<file path="src/rtl/core/lrulc_pkg.sv">
// lrulc_pkg: shared types for the lru lookup cache core
// used by lrulc_cell and lru_lookup_cache_core, depends on nothing

package lrulc_pkg;

  typedef enum logic {
    OP_LOOKUP = 1'b0,
    OP_INSERT = 1'b1
  } op_e;

  typedef struct packed {
    logic compare;
    logic shift;
  } cell_ctrl_t;

endpackage

</file>
<file path="src/rtl/core/lrulc_cell.sv">
// lrulc_cell: one entry of the recency-ordered chain, holds valid, key and value
// compares its key on a new transfer and loads from its upstream neighbor on shift
// depends on lrulc_pkg

module lrulc_cell #(
  parameter int KEY_BITS   = 32,
  parameter int VALUE_BITS = 32
) (
  input  logic                  clk_i,
  input  logic                  rst_ni,
  input  lrulc_pkg::cell_ctrl_t ctrl_i,
  input  logic [KEY_BITS-1:0]   cmp_key_i,
  input  logic                  up_valid_i,
  input  logic [KEY_BITS-1:0]   up_key_i,
  input  logic [VALUE_BITS-1:0] up_value_i,
  output logic                  valid_o,
  output logic [KEY_BITS-1:0]   key_o,
  output logic [VALUE_BITS-1:0] value_o,
  output logic                  match_o
);

  logic                  valid_q;
  logic                  valid_d;
  logic [KEY_BITS-1:0]   key_q;
  logic [VALUE_BITS-1:0] value_q;
  logic                  match_q;
  logic                  match_d;

  always_comb begin
    valid_d = ctrl_i.shift ? up_valid_i : valid_q;
    match_d = ctrl_i.compare ? (valid_q && (key_q == cmp_key_i)) : match_q;
  end

  always_ff @(posedge clk_i or negedge rst_ni) begin
    if (!rst_ni) begin
      valid_q <= 1'b0;
      match_q <= 1'b0;
    end else begin
      valid_q <= valid_d;
      match_q <= match_d;
    end
  end

  always_ff @(posedge clk_i) begin
    if (ctrl_i.shift) begin
      key_q   <= up_key_i;
      value_q <= up_value_i;
    end
  end

  assign valid_o = valid_q;
  assign key_o   = key_q;
  assign value_o = value_q;
  assign match_o = match_q;

endmodule

</file>
<file path="src/rtl/core/lru_lookup_cache_core.sv">
// lru_lookup_cache_core: fully associative key/value cache with lru replacement
// a chain of lrulc_cell entries kept in recency order, cell 0 most recent
// depends on lrulc_pkg and lrulc_cell
//
//   channel  valid        stall        payload
//   in       in_valid_i   in_stall_o   op_i, key_i, write_value_i
//   out      out_valid_o  out_stall_i  hit_o, read_value_o, evicted_o, evicted_key_o
//
// all cells compare their key at the input transfer; then, on a hit or an insert,
// the chain shifts once to move the touched or new entry to cell 0
// a new input transfer is taken once the shift cycle of the previous one is done
// the shift waits while the output register holds a stalled result
// rst_ni clears all valid bits and the handshake state

module lru_lookup_cache_core #(
  parameter int ENTRIES    = 8,
  parameter int KEY_BITS   = 32,
  parameter int VALUE_BITS = 32
) (
  input  logic                  clk_i,
  input  logic                  rst_ni,
  input  logic                  in_valid_i,
  output logic                  in_stall_o,
  input  logic                  op_i,
  input  logic [KEY_BITS-1:0]   key_i,
  input  logic [VALUE_BITS-1:0] write_value_i,
  output logic                  out_valid_o,
  input  logic                  out_stall_i,
  output logic                  hit_o,
  output logic [VALUE_BITS-1:0] read_value_o,
  output logic                  evicted_o,
  output logic [KEY_BITS-1:0]   evicted_key_o
);

  logic                  in_xfer;
  logic                  fire;
  logic                  pend_q;
  logic                  pend_d;
  lrulc_pkg::op_e        op_q;
  logic [KEY_BITS-1:0]   key_q;
  logic [VALUE_BITS-1:0] value_q;

  logic                  cell_valid [ENTRIES];
  logic [KEY_BITS-1:0]   cell_key   [ENTRIES];
  logic [VALUE_BITS-1:0] cell_value [ENTRIES];
  logic [ENTRIES-1:0]    match_vec;
  logic [ENTRIES-1:0]    valid_vec;
  logic [ENTRIES-1:0]    below_vec;
  logic [ENTRIES-1:0]    shift_vec;
  logic                  any_hit;
  logic [VALUE_BITS-1:0] hit_value;
  logic [VALUE_BITS-1:0] front_value;
  logic                  is_insert;

  logic                  out_valid_q;
  logic                  out_valid_d;
  logic                  hit_q;
  logic [VALUE_BITS-1:0] read_value_q;
  logic                  evicted_q;
  logic [KEY_BITS-1:0]   evicted_key_q;

  assign in_stall_o = pend_q;
  assign in_xfer    = in_valid_i && !pend_q;
  assign fire       = pend_q && (!out_valid_q || !out_stall_i);
  assign is_insert  = (op_q == lrulc_pkg::OP_INSERT);

  always_comb begin
    pend_d = pend_q;
    if (in_xfer) begin
      pend_d = 1'b1;
    end else if (fire) begin
      pend_d = 1'b0;
    end
  end

  always_ff @(posedge clk_i or negedge rst_ni) begin
    if (!rst_ni) begin
      pend_q <= 1'b0;
    end else begin
      pend_q <= pend_d;
    end
  end

  always_ff @(posedge clk_i) begin
    if (in_xfer) begin
      op_q    <= lrulc_pkg::op_e'(op_i);
      key_q   <= key_i;
      value_q <= write_value_i;
    end
  end

  always_comb begin
    hit_value = '0;
    for (int i = 0; i < ENTRIES; i++) begin
      hit_value = hit_value | (cell_value[i] & {VALUE_BITS{match_vec[i]}});
    end
  end

  assign any_hit     = |match_vec;
  assign below_vec   = match_vec - ENTRIES'(1);
  assign front_value = is_insert ? value_q : hit_value;

  always_comb begin
    if (any_hit) begin
      shift_vec = match_vec | below_vec;
    end else if (is_insert) begin
      shift_vec = '1;
    end else begin
      shift_vec = '0;
    end
  end

  for (genvar g = 0; g < ENTRIES; g++) begin : g_cell
    lrulc_pkg::cell_ctrl_t ctrl;
    logic                  up_valid;
    logic [KEY_BITS-1:0]   up_key;
    logic [VALUE_BITS-1:0] up_value;

    assign ctrl.compare = in_xfer;
    assign ctrl.shift   = fire && shift_vec[g];

    if (g == 0) begin : g_head
      assign up_valid = 1'b1;
      assign up_key   = key_q;
      assign up_value = front_value;
    end else begin : g_body
      assign up_valid = cell_valid[g-1];
      assign up_key   = cell_key[g-1];
      assign up_value = cell_value[g-1];
    end

    lrulc_cell #(
      .KEY_BITS   (KEY_BITS),
      .VALUE_BITS (VALUE_BITS)
    ) u_cell (
      .clk_i      (clk_i),
      .rst_ni     (rst_ni),
      .ctrl_i     (ctrl),
      .cmp_key_i  (key_i),
      .up_valid_i (up_valid),
      .up_key_i   (up_key),
      .up_value_i (up_value),
      .valid_o    (cell_valid[g]),
      .key_o      (cell_key[g]),
      .value_o    (cell_value[g]),
      .match_o    (match_vec[g])
    );

    assign valid_vec[g] = cell_valid[g];
  end

  always_comb begin
    out_valid_d = out_valid_q && out_stall_i;
    if (fire) begin
      out_valid_d = 1'b1;
    end
  end

  always_ff @(posedge clk_i or negedge rst_ni) begin
    if (!rst_ni) begin
      out_valid_q <= 1'b0;
    end else begin
      out_valid_q <= out_valid_d;
    end
  end

  always_ff @(posedge clk_i) begin
    if (fire) begin
      hit_q         <= any_hit;
      read_value_q  <= (any_hit && !is_insert) ? hit_value : '0;
      evicted_q     <= !any_hit && is_insert && cell_valid[ENTRIES-1];
      evicted_key_q <= (!any_hit && is_insert && cell_valid[ENTRIES-1])
                       ? cell_key[ENTRIES-1] : '0;
    end
  end

  assign out_valid_o   = out_valid_q;
  assign hit_o         = hit_q;
  assign read_value_o  = read_value_q;
  assign evicted_o     = evicted_q;
  assign evicted_key_o = evicted_key_q;

`ifndef NO_ASSERTIONS
  a_accept_pends: assert property (@(posedge clk_i) disable iff (!rst_ni)
    in_valid_i && !in_stall_o |=> pend_q)
    else $error("accepted transfer did not start the shift cycle");

  a_match_unique: assert property (@(posedge clk_i) disable iff (!rst_ni)
    $onehot0(match_vec))
    else $error("key matched in more than one cell");

  a_valid_packed: assert property (@(posedge clk_i) disable iff (!rst_ni)
    ((valid_vec >> 1) & ~valid_vec) == '0)
    else $error("valid cells are not packed toward cell 0");

  a_hit_no_evict: assert property (@(posedge clk_i) disable iff (!rst_ni)
    out_valid_o |-> !(hit_o && evicted_o))
    else $error("result reports both hit and eviction");
`endif

endmodule

</file>
<file path="config.mk">
export PLATFORM = sky130hd
export DESIGN_NAME = lru_lookup_cache_core
export DESIGN_NICKNAME = d
export VERILOG_FILES = /design/src/rtl/core/lrulc_pkg.sv /design/src/rtl/core/lrulc_cell.sv /design/src/rtl/core/lru_lookup_cache_core.sv
export SDC_FILE = /design/constraint.sdc
export NUM_CORES = 1
export LEC_CHECK = 0
export BUFFER_PORTS_ARGS = -buffer_cell sky130_fd_sc_hd__buf_2
export CAP_MARGIN = 15
export CORE_MARGIN = 1
export CORE_UTILIZATION = 30
export DETAILED_ROUTE_END_ITERATION = 8
export HOLD_SLACK_MARGIN = 0.12
export MAX_ROUTING_LAYER = met4
export PLACE_DENSITY = 0.49
export SLEW_MARGIN = 10
export SYNTH_ARGS = -nofsm -noshare
export SYNTH_HDL_FRONTEND = slang
export SYNTH_HIERARCHICAL = 1
export SYNTH_SLANG_ARGS = --single-unit
</file>
<file path="constraint.sdc">
create_clock -name clk_i -period 17 [get_ports clk_i]
set_input_delay 1.7 -clock clk_i [delete_from_list [all_inputs] [get_ports clk_i]]
set_output_delay 1.7 -clock clk_i [all_outputs]
set_load 0.01 [all_outputs]
</file>
==> Implementation_results.wiki, run 1 <==
{| class="wikitable"
! Metric !! Value
|-
| Family with the most delay on the worst path || compound AO/OA/AOI/OAI gates
|-
| Capturing element type of the critical path || register
|-
| Wire per inst || between 20 and 25 µm
|-
| Layout-stage area growth over the synthesis result || 17.02%
|-
| Post-synthesis average cell area || ~18 µm²
|-
| Clk Tree Root Cell || clkbuf_16
|-
| Cells taking the most area after synthesis || edfxtp_1 77%, xor2_1 5.6%, a22oi_1 3.6%, xnor2_1 3.4%, dfrtp_1 1.8%
|-
| Final setup violation count || 0
|-
| Post-Synthesis Cells || between 1000 and 1500
|-
| Die Span X || just under 300 µm
|-
| Vias per Instance || ~4.8
|-
| Clk Latency, worst-skew pair || about 0.6 ns
|-
| Detailed Routing Iterations Pass 1 || 5
|-
| Die boundary height || approximately 290 µm
|-
| Cell accounting for the most synthesized area || edfxtp_1
|-
| Max-capacitance violation count || 0
|-
| Critical path peak fanout || 48
|-
| Post-route core utilization || between 30% and 40%
|-
| Count of buffers inserted at the top-level ports || roughly 140
|-
| Worst R2R Setup Slack || around 13 ns
|-
| Crit path kind || in2reg
|-
| Final wirelength || between 50000 and 60000 µm
|-
| Kind of start point of the critical path || primary input
|-
| Starting utilization of the core area || between 30% and 40%
|-
| Pins Over Slew Limit || 0
|-
| Wire length of the first global-routing pass || 88900 µm
|-
| CTS-repair resized insts || 0
|-
| Most used cells in the layout excluding fill and tap cells || 643 x edfxtp_1, 160 x xor2_1, 136 x buf_2, 120 x a22oi_1, 96 x xnor2_1
|-
| Class of the tightest hold or removal check || reg2reg
|-
| Slew @ Worst Pin || 1.078 ns
|-
| CTS tree || built
|-
| Total I/O pin count || 137
|-
| Sequential cell area fraction in the yosys report || roughly four fifths
|-
| Count of buffering cells on the critical path with inverters included || 2
|-
| Num Clock Sinks || roughly 660
|-
| Final sum of negative setup slack || 0 ns
|-
| RSZ-0062 raised after global routing || no
|-
| Post-Syn Area || between 20000 and 30000 µm²
|-
| Proportion of netlist area held by the largest area contributor || 76.97%
|-
| List of cells traversed by the critical path || buf_2, a21boi_4, o31ai_1, nor2_4, buf_4, mux2_2
|-
| Weighted congestion at the end of routability-driven global placement || 0.7605
|-
| Slowest library cell on the worst path || buf_4
|-
| Prevailing post-synth register cell || edfxtp_1
|-
| Clock transition at the registers of the reported paths || 0.06 ns
|-
| Critical path's largest stage delay || roughly 0.73 ns
|-
| H-tree Lvls || 3
|-
| Synth Register Bits || ~660
|-
| Layout cell share with drive strength beyond 1 || 19.61%
|-
| All-Layer GR Usage || about 14%
|-
| Critical path data required time || about 17 ns
|-
| Synthesized netlist net count || 1430
|-
| Max Root-Sink Buffers || 3
|-
| Number of distinct library cells after synthesis || 37
|-
| Arr. time, crit path || just under 5 ns
|-
| Final count of hold timing violations || 0
|-
| Number of antenna violations at the first check in global routing || 1
|-
| Total power after layout || around 4.5 mW
|-
| Antenna-violating nets left || 0
|-
| Core region area || between 80000 and 90000 µm²
|-
| Detailed Place HPWL || between 30000 and 40000 µm
|-
| Post-detailed-route DRC marker count || 0
|-
| Slew headroom || 27.51%
|-
| Floorplan die area || 84780 µm²
|-
| Final #Nets || between 1500 and 2000
|-
| Final setup skew || 0.01852 ns
|-
| Via count of the routed design || about 13000
|-
| Most common cell after layout, fill and taps aside || edfxtp_1
|-
| Largest net degree at the start of global routing || between 60 and 70
|-
| Number of buffers inserted by hold repair at cts || 0
|-
| Achievable clock frequency || 229.8 MHz
|-
| Static power due to leakage || 9.671 nW
|-
| Run status || finished, final reports clean
|-
| Row Count || 105
|-
| Number of synthesis warnings || 6
|-
| Max IR drop VDD || 74.18 µV
|-
| Detailed router's first-iteration violation count || ~960
|-
| TritonCTS Buffers || 70
|-
| Number of enable flip-flop cells after synthesis || around 640
|-
| Post-synthesis async set-or-reset flop share || around 2.7%
|-
| Post-layout minimum cycle time || between 4 and 5 ns
|-
| Power density cells || approximately 150 nW/µm²
|-
| Post-CTS setup buffer count || 0
|-
| Vias in the first global route || 13390
|-
| Overall overflow remaining after global route || 0
|-
| Period utilisation layout || 25.59%
|}
## worst register-to-register path, stage by stage, from the launching register on
cell	delay, ns
dfrtp_1	0.35
buf_4	0.32
or4_1	0.71
o31ai_1	0.90
inv_2	0.60
buf_4	0.51
mux2_2	0.39
## final timing paths
kind / to / cells after the start / start
worst min-delay path: g_cell[0].u_cell/key_o[16] / 0 / g_cell[0].up_key[16]
worst max-delay path: g_cell[2].u_cell/valid_o / 6 / out_stall_i
max in group asynchronous: out_valid_o / 1 / rst_ni
min in group asynchronous: g_cell[2].u_cell/valid_o / 1 / rst_ni
worst max register to register: g_cell[0].u_cell/valid_o / 6 / g_cell[7].u_cell/match_o
worst min register to register: g_cell[0].u_cell/key_o[16] / 0 / g_cell[0].up_key[16]
## synth_stat cells, drive strengths merged, types with 2 or more instances
library cell and number:
nand3 8, nor4 41, nand4 62, nor2 11
clkbuf 30, and2 62, or4 10, a221oi 4
o22ai 8, a22o 4, edfxtp 643, a21oi 3
xor2 160, mux2 38, dfrtp 18, buf 13
nor3 3, inv 11, o21a 3, xnor2 96
a22oi 120, a31oi 2
## logic make-up after synthesis
kind of cell / synth area share, %
multiplexers: 1.706
AND/OR/NAND/NOR: 5.013
buffers and inverters: 0.9626
AO/OA/AOI/OAI: 4.599
other: 0.01495
flip-flops: 78.77
XOR/XNOR: 8.938
## cell type report
cell class	count	area [µm²]
Clock inverter	32	301.5
Inverter	11	41.29
Fill cell	7761	53020
Sequential cell	661	19760
Timing Repair Buffer	157	838.3
Tap cell	1070	1339
Clock buffer	94	1914
Antenna cell	1	2.502
Multi-Input combinational cell	646	5160
## through the flow
stage	instances	setup slack, ns	cell area (µm²)	hold slack (ns)
final	2672	12.65	29360	0.4168
after global routing	2671	12.45	29350	0.4245
after CTS	2671	12.53	29350	0.4134
after detailed placement	2545	11.90	27140	0.4045
after global placement	2545	11.98	27140	0.4008
after floorplan	1361	7.484	25090	0.4003
## report_power, final
group | internal [mW] | switching [mW]
Sequential | 2.30 | 0.190
Clock | 0.869 | 0.624
Combinational | 0.165 | 0.392
Total | 3.33 | 1.21
## registers in the layout, summed over array words and instances, names as in the netlist
name,flops
is_insert,1
out_valid_o,1
g_cell.u_cell/match_o,8
value_q,32
g_cell.u_cell/value_o,256
evicted_o,1
g_cell.up_key,32
g_cell.u_cell/key_o,256
in_stall_o,1
g_cell.u_cell/valid_o,8
evicted_key_o,32
read_value_o,32
hit_o,1
## per-layer routing
layer / GRT usage [%] / vias up / share of wire, %
met4: 3.020 / 0 / 1.6
met5: - / - / 0
li1: - / 5707 / -
met2: 21.97 / 405 / 46
met3: 3.291 / 75 / 6.2
met1: 19.80 / 6523 / 46
(Power assumes the default switching activity.)
==> run 2: changes to the inputs <==
--- a/config.mk
+++ b/config.mk
@@ -5,6 +5,7 @@
 export SDC_FILE = /design/constraint.sdc
 export NUM_CORES = 1
 export LEC_CHECK = 0
+export ABC_AREA = 1
 export BUFFER_PORTS_ARGS = -buffer_cell sky130_fd_sc_hd__buf_2
 export CAP_MARGIN = 15
 export CORE_MARGIN = 1
@@ -12,7 +13,7 @@
 export DETAILED_ROUTE_END_ITERATION = 8
 export HOLD_SLACK_MARGIN = 0.12
 export MAX_ROUTING_LAYER = met4
-export PLACE_DENSITY = 0.49
+export PLACE_DENSITY = 0.5
 export SLEW_MARGIN = 10
 export SYNTH_ARGS = -nofsm -noshare
 export SYNTH_HDL_FRONTEND = slang
==> constraint.sdc (replaced) <==
create_clock -name clk_i -period 3.49 [get_ports clk_i]
set_input_delay 0.349 -clock clk_i [delete_from_list [all_inputs] [get_ports clk_i]]
set_output_delay 0.349 -clock clk_i [all_outputs]
set_load 0.01 [all_outputs]
==> run 2 against run 1 <==
- largest cell class unchanged
- clock skew up 0.014 ns
- total power grew to 4.9 times the previous value
- register-to-register slack got worse by 12 ns
- sequential cell count stayed put
- cell count up 50%
- wire length grew 4.4%
==> Implementation_results.wiki, run 2 <==
{| class="wikitable"
! Metric !! Value
|-
| Critical path peak fanout || 34
|-
| Count of buffering cells on the critical path with inverters included || 3
|-
| Overall overflow remaining after global route || 0
|-
| Vias per Instance || 4.087
|-
| Clk Tree Root Cell || clkbuf_16
|-
| Met1 wire length || slightly above 30000 µm
|-
| Cell accounting for the most synthesized area || edfxtp_1
|-
| Detailed router's first-iteration violation count || 934
|-
| Most used standard cell by instance count after synthesis || nand2_1
|-
| Layout-stage area growth over the synthesis result || 17.83%
|-
| Core region area || approximately 92000 µm²
|-
| Slew @ Worst Pin || around 1.1 ns
|-
| Wire length of the first global-routing pass || approximately 94000 µm
|-
| Met2 WL post-DR || approximately 27000 µm
|-
| Post-detailed-route DRC marker count || 0
|-
| Capturing element type of the critical path || register
|-
| Post-route core utilization || a little over a third
|-
| Detailed Routing Iterations Pass 1 || 5
|-
| Max IR drop VDD || roughly 330 µV
|-
| Worst Setup Slack, final || 0.5720 ns
|-
| CTS-repair resized insts || 0
|-
| Slowest library cell on the worst path || nor2_4
|-
| Prevailing post-synth register cell || edfxtp_1
|-
| Crit path top cell by count || buf_4
|-
| Source of the critical timing path || in_stall_o
|-
| Total I/O pin count || roughly 140
|-
| Achievable clock frequency || 342.7 MHz
|-
| Run status || finished, final reports clean
|-
| Layout cell share with drive strength beyond 1 || 12.34%
|-
| Most common cell after layout, fill and taps aside || nand2_1
|-
| Worst R2R Setup Slack || 0.57 ns
|-
| Post-Synthesis Cells || around 2500
|-
| Number of buffers inserted by hold repair at cts || 41
|-
| Die Span X || between 300 and 400 µm
|-
| All-Layer GR Usage || around 14%
|-
| Number of standard cells in the final layout excluding fillers || roughly 4000
|-
| FF+latch area || ~20000 µm²
|-
| Worst slack at placement || slightly above 0.5 ns
|-
| Final wirelength || between 60000 and 70000 µm
|-
| Synthesized netlist net count || 2582
|-
| Fill cell instance count of the final layout || about 9000
|-
| Startpoint of the worst register-to-register path || in_stall_o
|-
| Clk Latency, worst-skew pair || approximately 0.62 ns
|-
| Reg2reg end || g_cell[4].u_cell/value_o[8]
|-
| Max layer used || met4
|-
| Post-Syn Area || roughly 28000 µm²
|-
| Critical path's largest stage delay || approximately 0.64 ns
|-
| Number of cells on the worst reg-to-reg path || 6
|-
| Routed met3 length || between 2000 and 3000 µm
|-
| Number of synthesis warnings || 6
|-
| Post-synthesis async set-or-reset flop share || around 2.7%
|-
| Proportion of netlist area held by the largest area contributor || between 60% and 70%
|-
| Kind of start point of the critical path || register
|-
| Timing endpoint of the critical path || g_cell[4].u_cell/value_o[8]
|-
| Total area of multi-input combinational cells || 6319 µm²
|-
| Cells taking the most area after synthesis || edfxtp_1 70%, nand2_1 13%, inv_1 5.4%, nor2_1 2.7%, xnor2_1 1.8%
|-
| Floorplan die area || 93580 µm²
|-
| Row Count || 111
|-
| Crit path kind || reg2reg
|-
| Synth Register Bits || approximately 660
|-
| CTS tree || built
|-
| Number of antenna violations at the first check in global routing || 8
|-
| Die boundary height || between 300 and 400 µm
|-
| List of cells traversed by the critical path || inv_2, a21oi_4, nand2_1, buf_4, nor2_4, buf_4
|-
| Final #Nets || 2819
|-
| Most used cells in the layout excluding fill and tap cells || 974 x nand2_1, 643 x edfxtp_1, 393 x inv_1, 191 x nor2_1, 136 x buf_2
|-
| Largest net degree at the start of global routing || 39
|-
| Top cells by count, synth || 974 x nand2_1, 643 x edfxtp_1, 395 x inv_1
|-
| Cell depth of the worst setup path || 6
|-
| Post-synthesis average cell area || 11.03 µm²
|-
| Clock transition at the registers of the reported paths || ~0.060 ns
|-
| Count of buffers inserted at the top-level ports || 136
|-
| Static power due to leakage || ~14 nW
|-
| Post-CTS setup buffer count || 0
|-
| Wire per inst || ~15 µm
|-
| Critical path data required time || around 3.7 ns
|-
| Final count of hold timing violations || 0
|-
| Period utilisation layout || between 80% and 90%
|-
| Arr. time, crit path || ~3.2 ns
|-
| Pins Over Slew Limit || 0
|-
| Final setup skew || 0.03220 ns
|-
| Final setup violation count || 0
|-
| Via count of the routed design || roughly 16000
|-
| Max-capacitance violation count || 0
|-
| TritonCTS Buffers || 70
|-
| Max Root-Sink Buffers || 3
|-
| Detailed Place HPWL || roughly 44000 µm
|-
| Post-layout minimum cycle time || roughly 3 ns
|-
| Num Clock Sinks || roughly 660
|-
| Weighted congestion at the end of routability-driven global placement || 0.7799
|-
| Sequential cell area fraction in the yosys report || 71.31%
|-
| Number of distinct library cells after synthesis || 25
|-
| H-tree Lvls || 3
|-
| Slew headroom || roughly 28%
|-
| Antenna-violating nets left || 0
|-
| Power density cells || between 600 and 700 nW/µm²
|-
| Number of enable flip-flop cells after synthesis || between 600 and 700
|-
| Family with the most delay on the worst path || buffers and inverters
|-
| RSZ-0062 raised after global routing || no
|-
| Class of the tightest hold or removal check || in2reg
|-
| Cell count after placement || ~3800
|-
| Starting utilization of the core area || 30.27%
|-
| Vias in the first global route || about 16000
|}
run 2: cell types whose count changed in the layout (fill, tap and decap cells not counted), moves of 62 or more:
| cell | delta |
|---|---|
| xor2_1 | -144 |
| a22oi_1 | -120 |
| nor2_1 | +182 |
| inv_1 | +384 |
| and2_1 | -62 |
| nand2_1 | +973 |
run 2: layout make-up:
cell class | instances | area share, %
clock inverters | 32 | 0.8431
well taps | 1186 | 4.545
multi-input cells | 1415 | 19.35
clock buffers | 93 | 5.917
flip-flops and latches | 661 | 60.52
inverters | 395 | 4.553
repair buffers | 207 | 4.223
diodes | 6 | 0.04599
run 2: metal layers:
metal | vias up | track usage [%]
li1 | 8475 | -
met1 | 7524 | 19.09
met2 | 252 | 20.22
met3 | 78 | 2.620
met4 | 0 | 4.441
met5 | - | -
run 2: power by group:
| group | total, mW | internal (mW) | switching (mW) |
|---|---|---|---|
| clock network | 7.22 | 4.20 | 3.03 |
| registers | 11.9 | 11.1 | 0.873 |
| logic | 3.02 | 0.908 | 2.11 |
| total | 22.2 | 16.2 | 6.01 |
run 2: worst min path at each step:
stage	endpoint	slack (ns)	depth (start not counted)	start
4_1_cts	g_cell[0].up_key[12]	0.13	1	key_i[12]
3_3_place_gp	out_valid_o	0.36	1	rst_ni
2_1_floorplan	g_cell[0].u_cell/match_o	0.05	0	rst_ni
6_report	g_cell[0].up_key[12]	0.17	1	key_i[12]
5_1_grt	g_cell[0].up_key[12]	0.15	1	key_i[12]
3_5_place_dp	out_valid_o	0.36	1	rst_ni
run 2: cell families after synthesis:
family | count (synthesis) | share of synthesized area [%]
AND/OR/NAND/NOR | 1289 | 19.05
flip-flops | 661 | 71.31
buffers and inverters | 437 | 6.168
XOR/XNOR | 72 | 2.276
AO/OA/AOI/OAI | 45 | 0.8580
multiplexers | 8 | 0.3251
other | 1 | 0.01353
run 2: worst reg2reg max path, cell delays in order (launching register included):
cell	delay [ns]
dfrtp_1	0.42
inv_2	0.08
a21oi_4	0.20
nand2_1	0.32
buf_4	0.30
nor2_4	0.65
buf_4	0.57
run 2: per-stage QoR:
step | power (mW) | cell area, µm² | setup TNS, ns | hold WS, ns
after floorplan | 13.65 | 27790 | -258.59 | 0.05341
after global placement | 15.08 | 30000 | 0 | 0.3580
after detailed placement | 15.16 | 30020 | 0 | 0.3627
after CTS | 22.49 | 32630 | 0 | 0.1307
after global routing | 23.23 | 32650 | 0 | 0.1543
final | 22.18 | 32650 | 0 | 0.1671
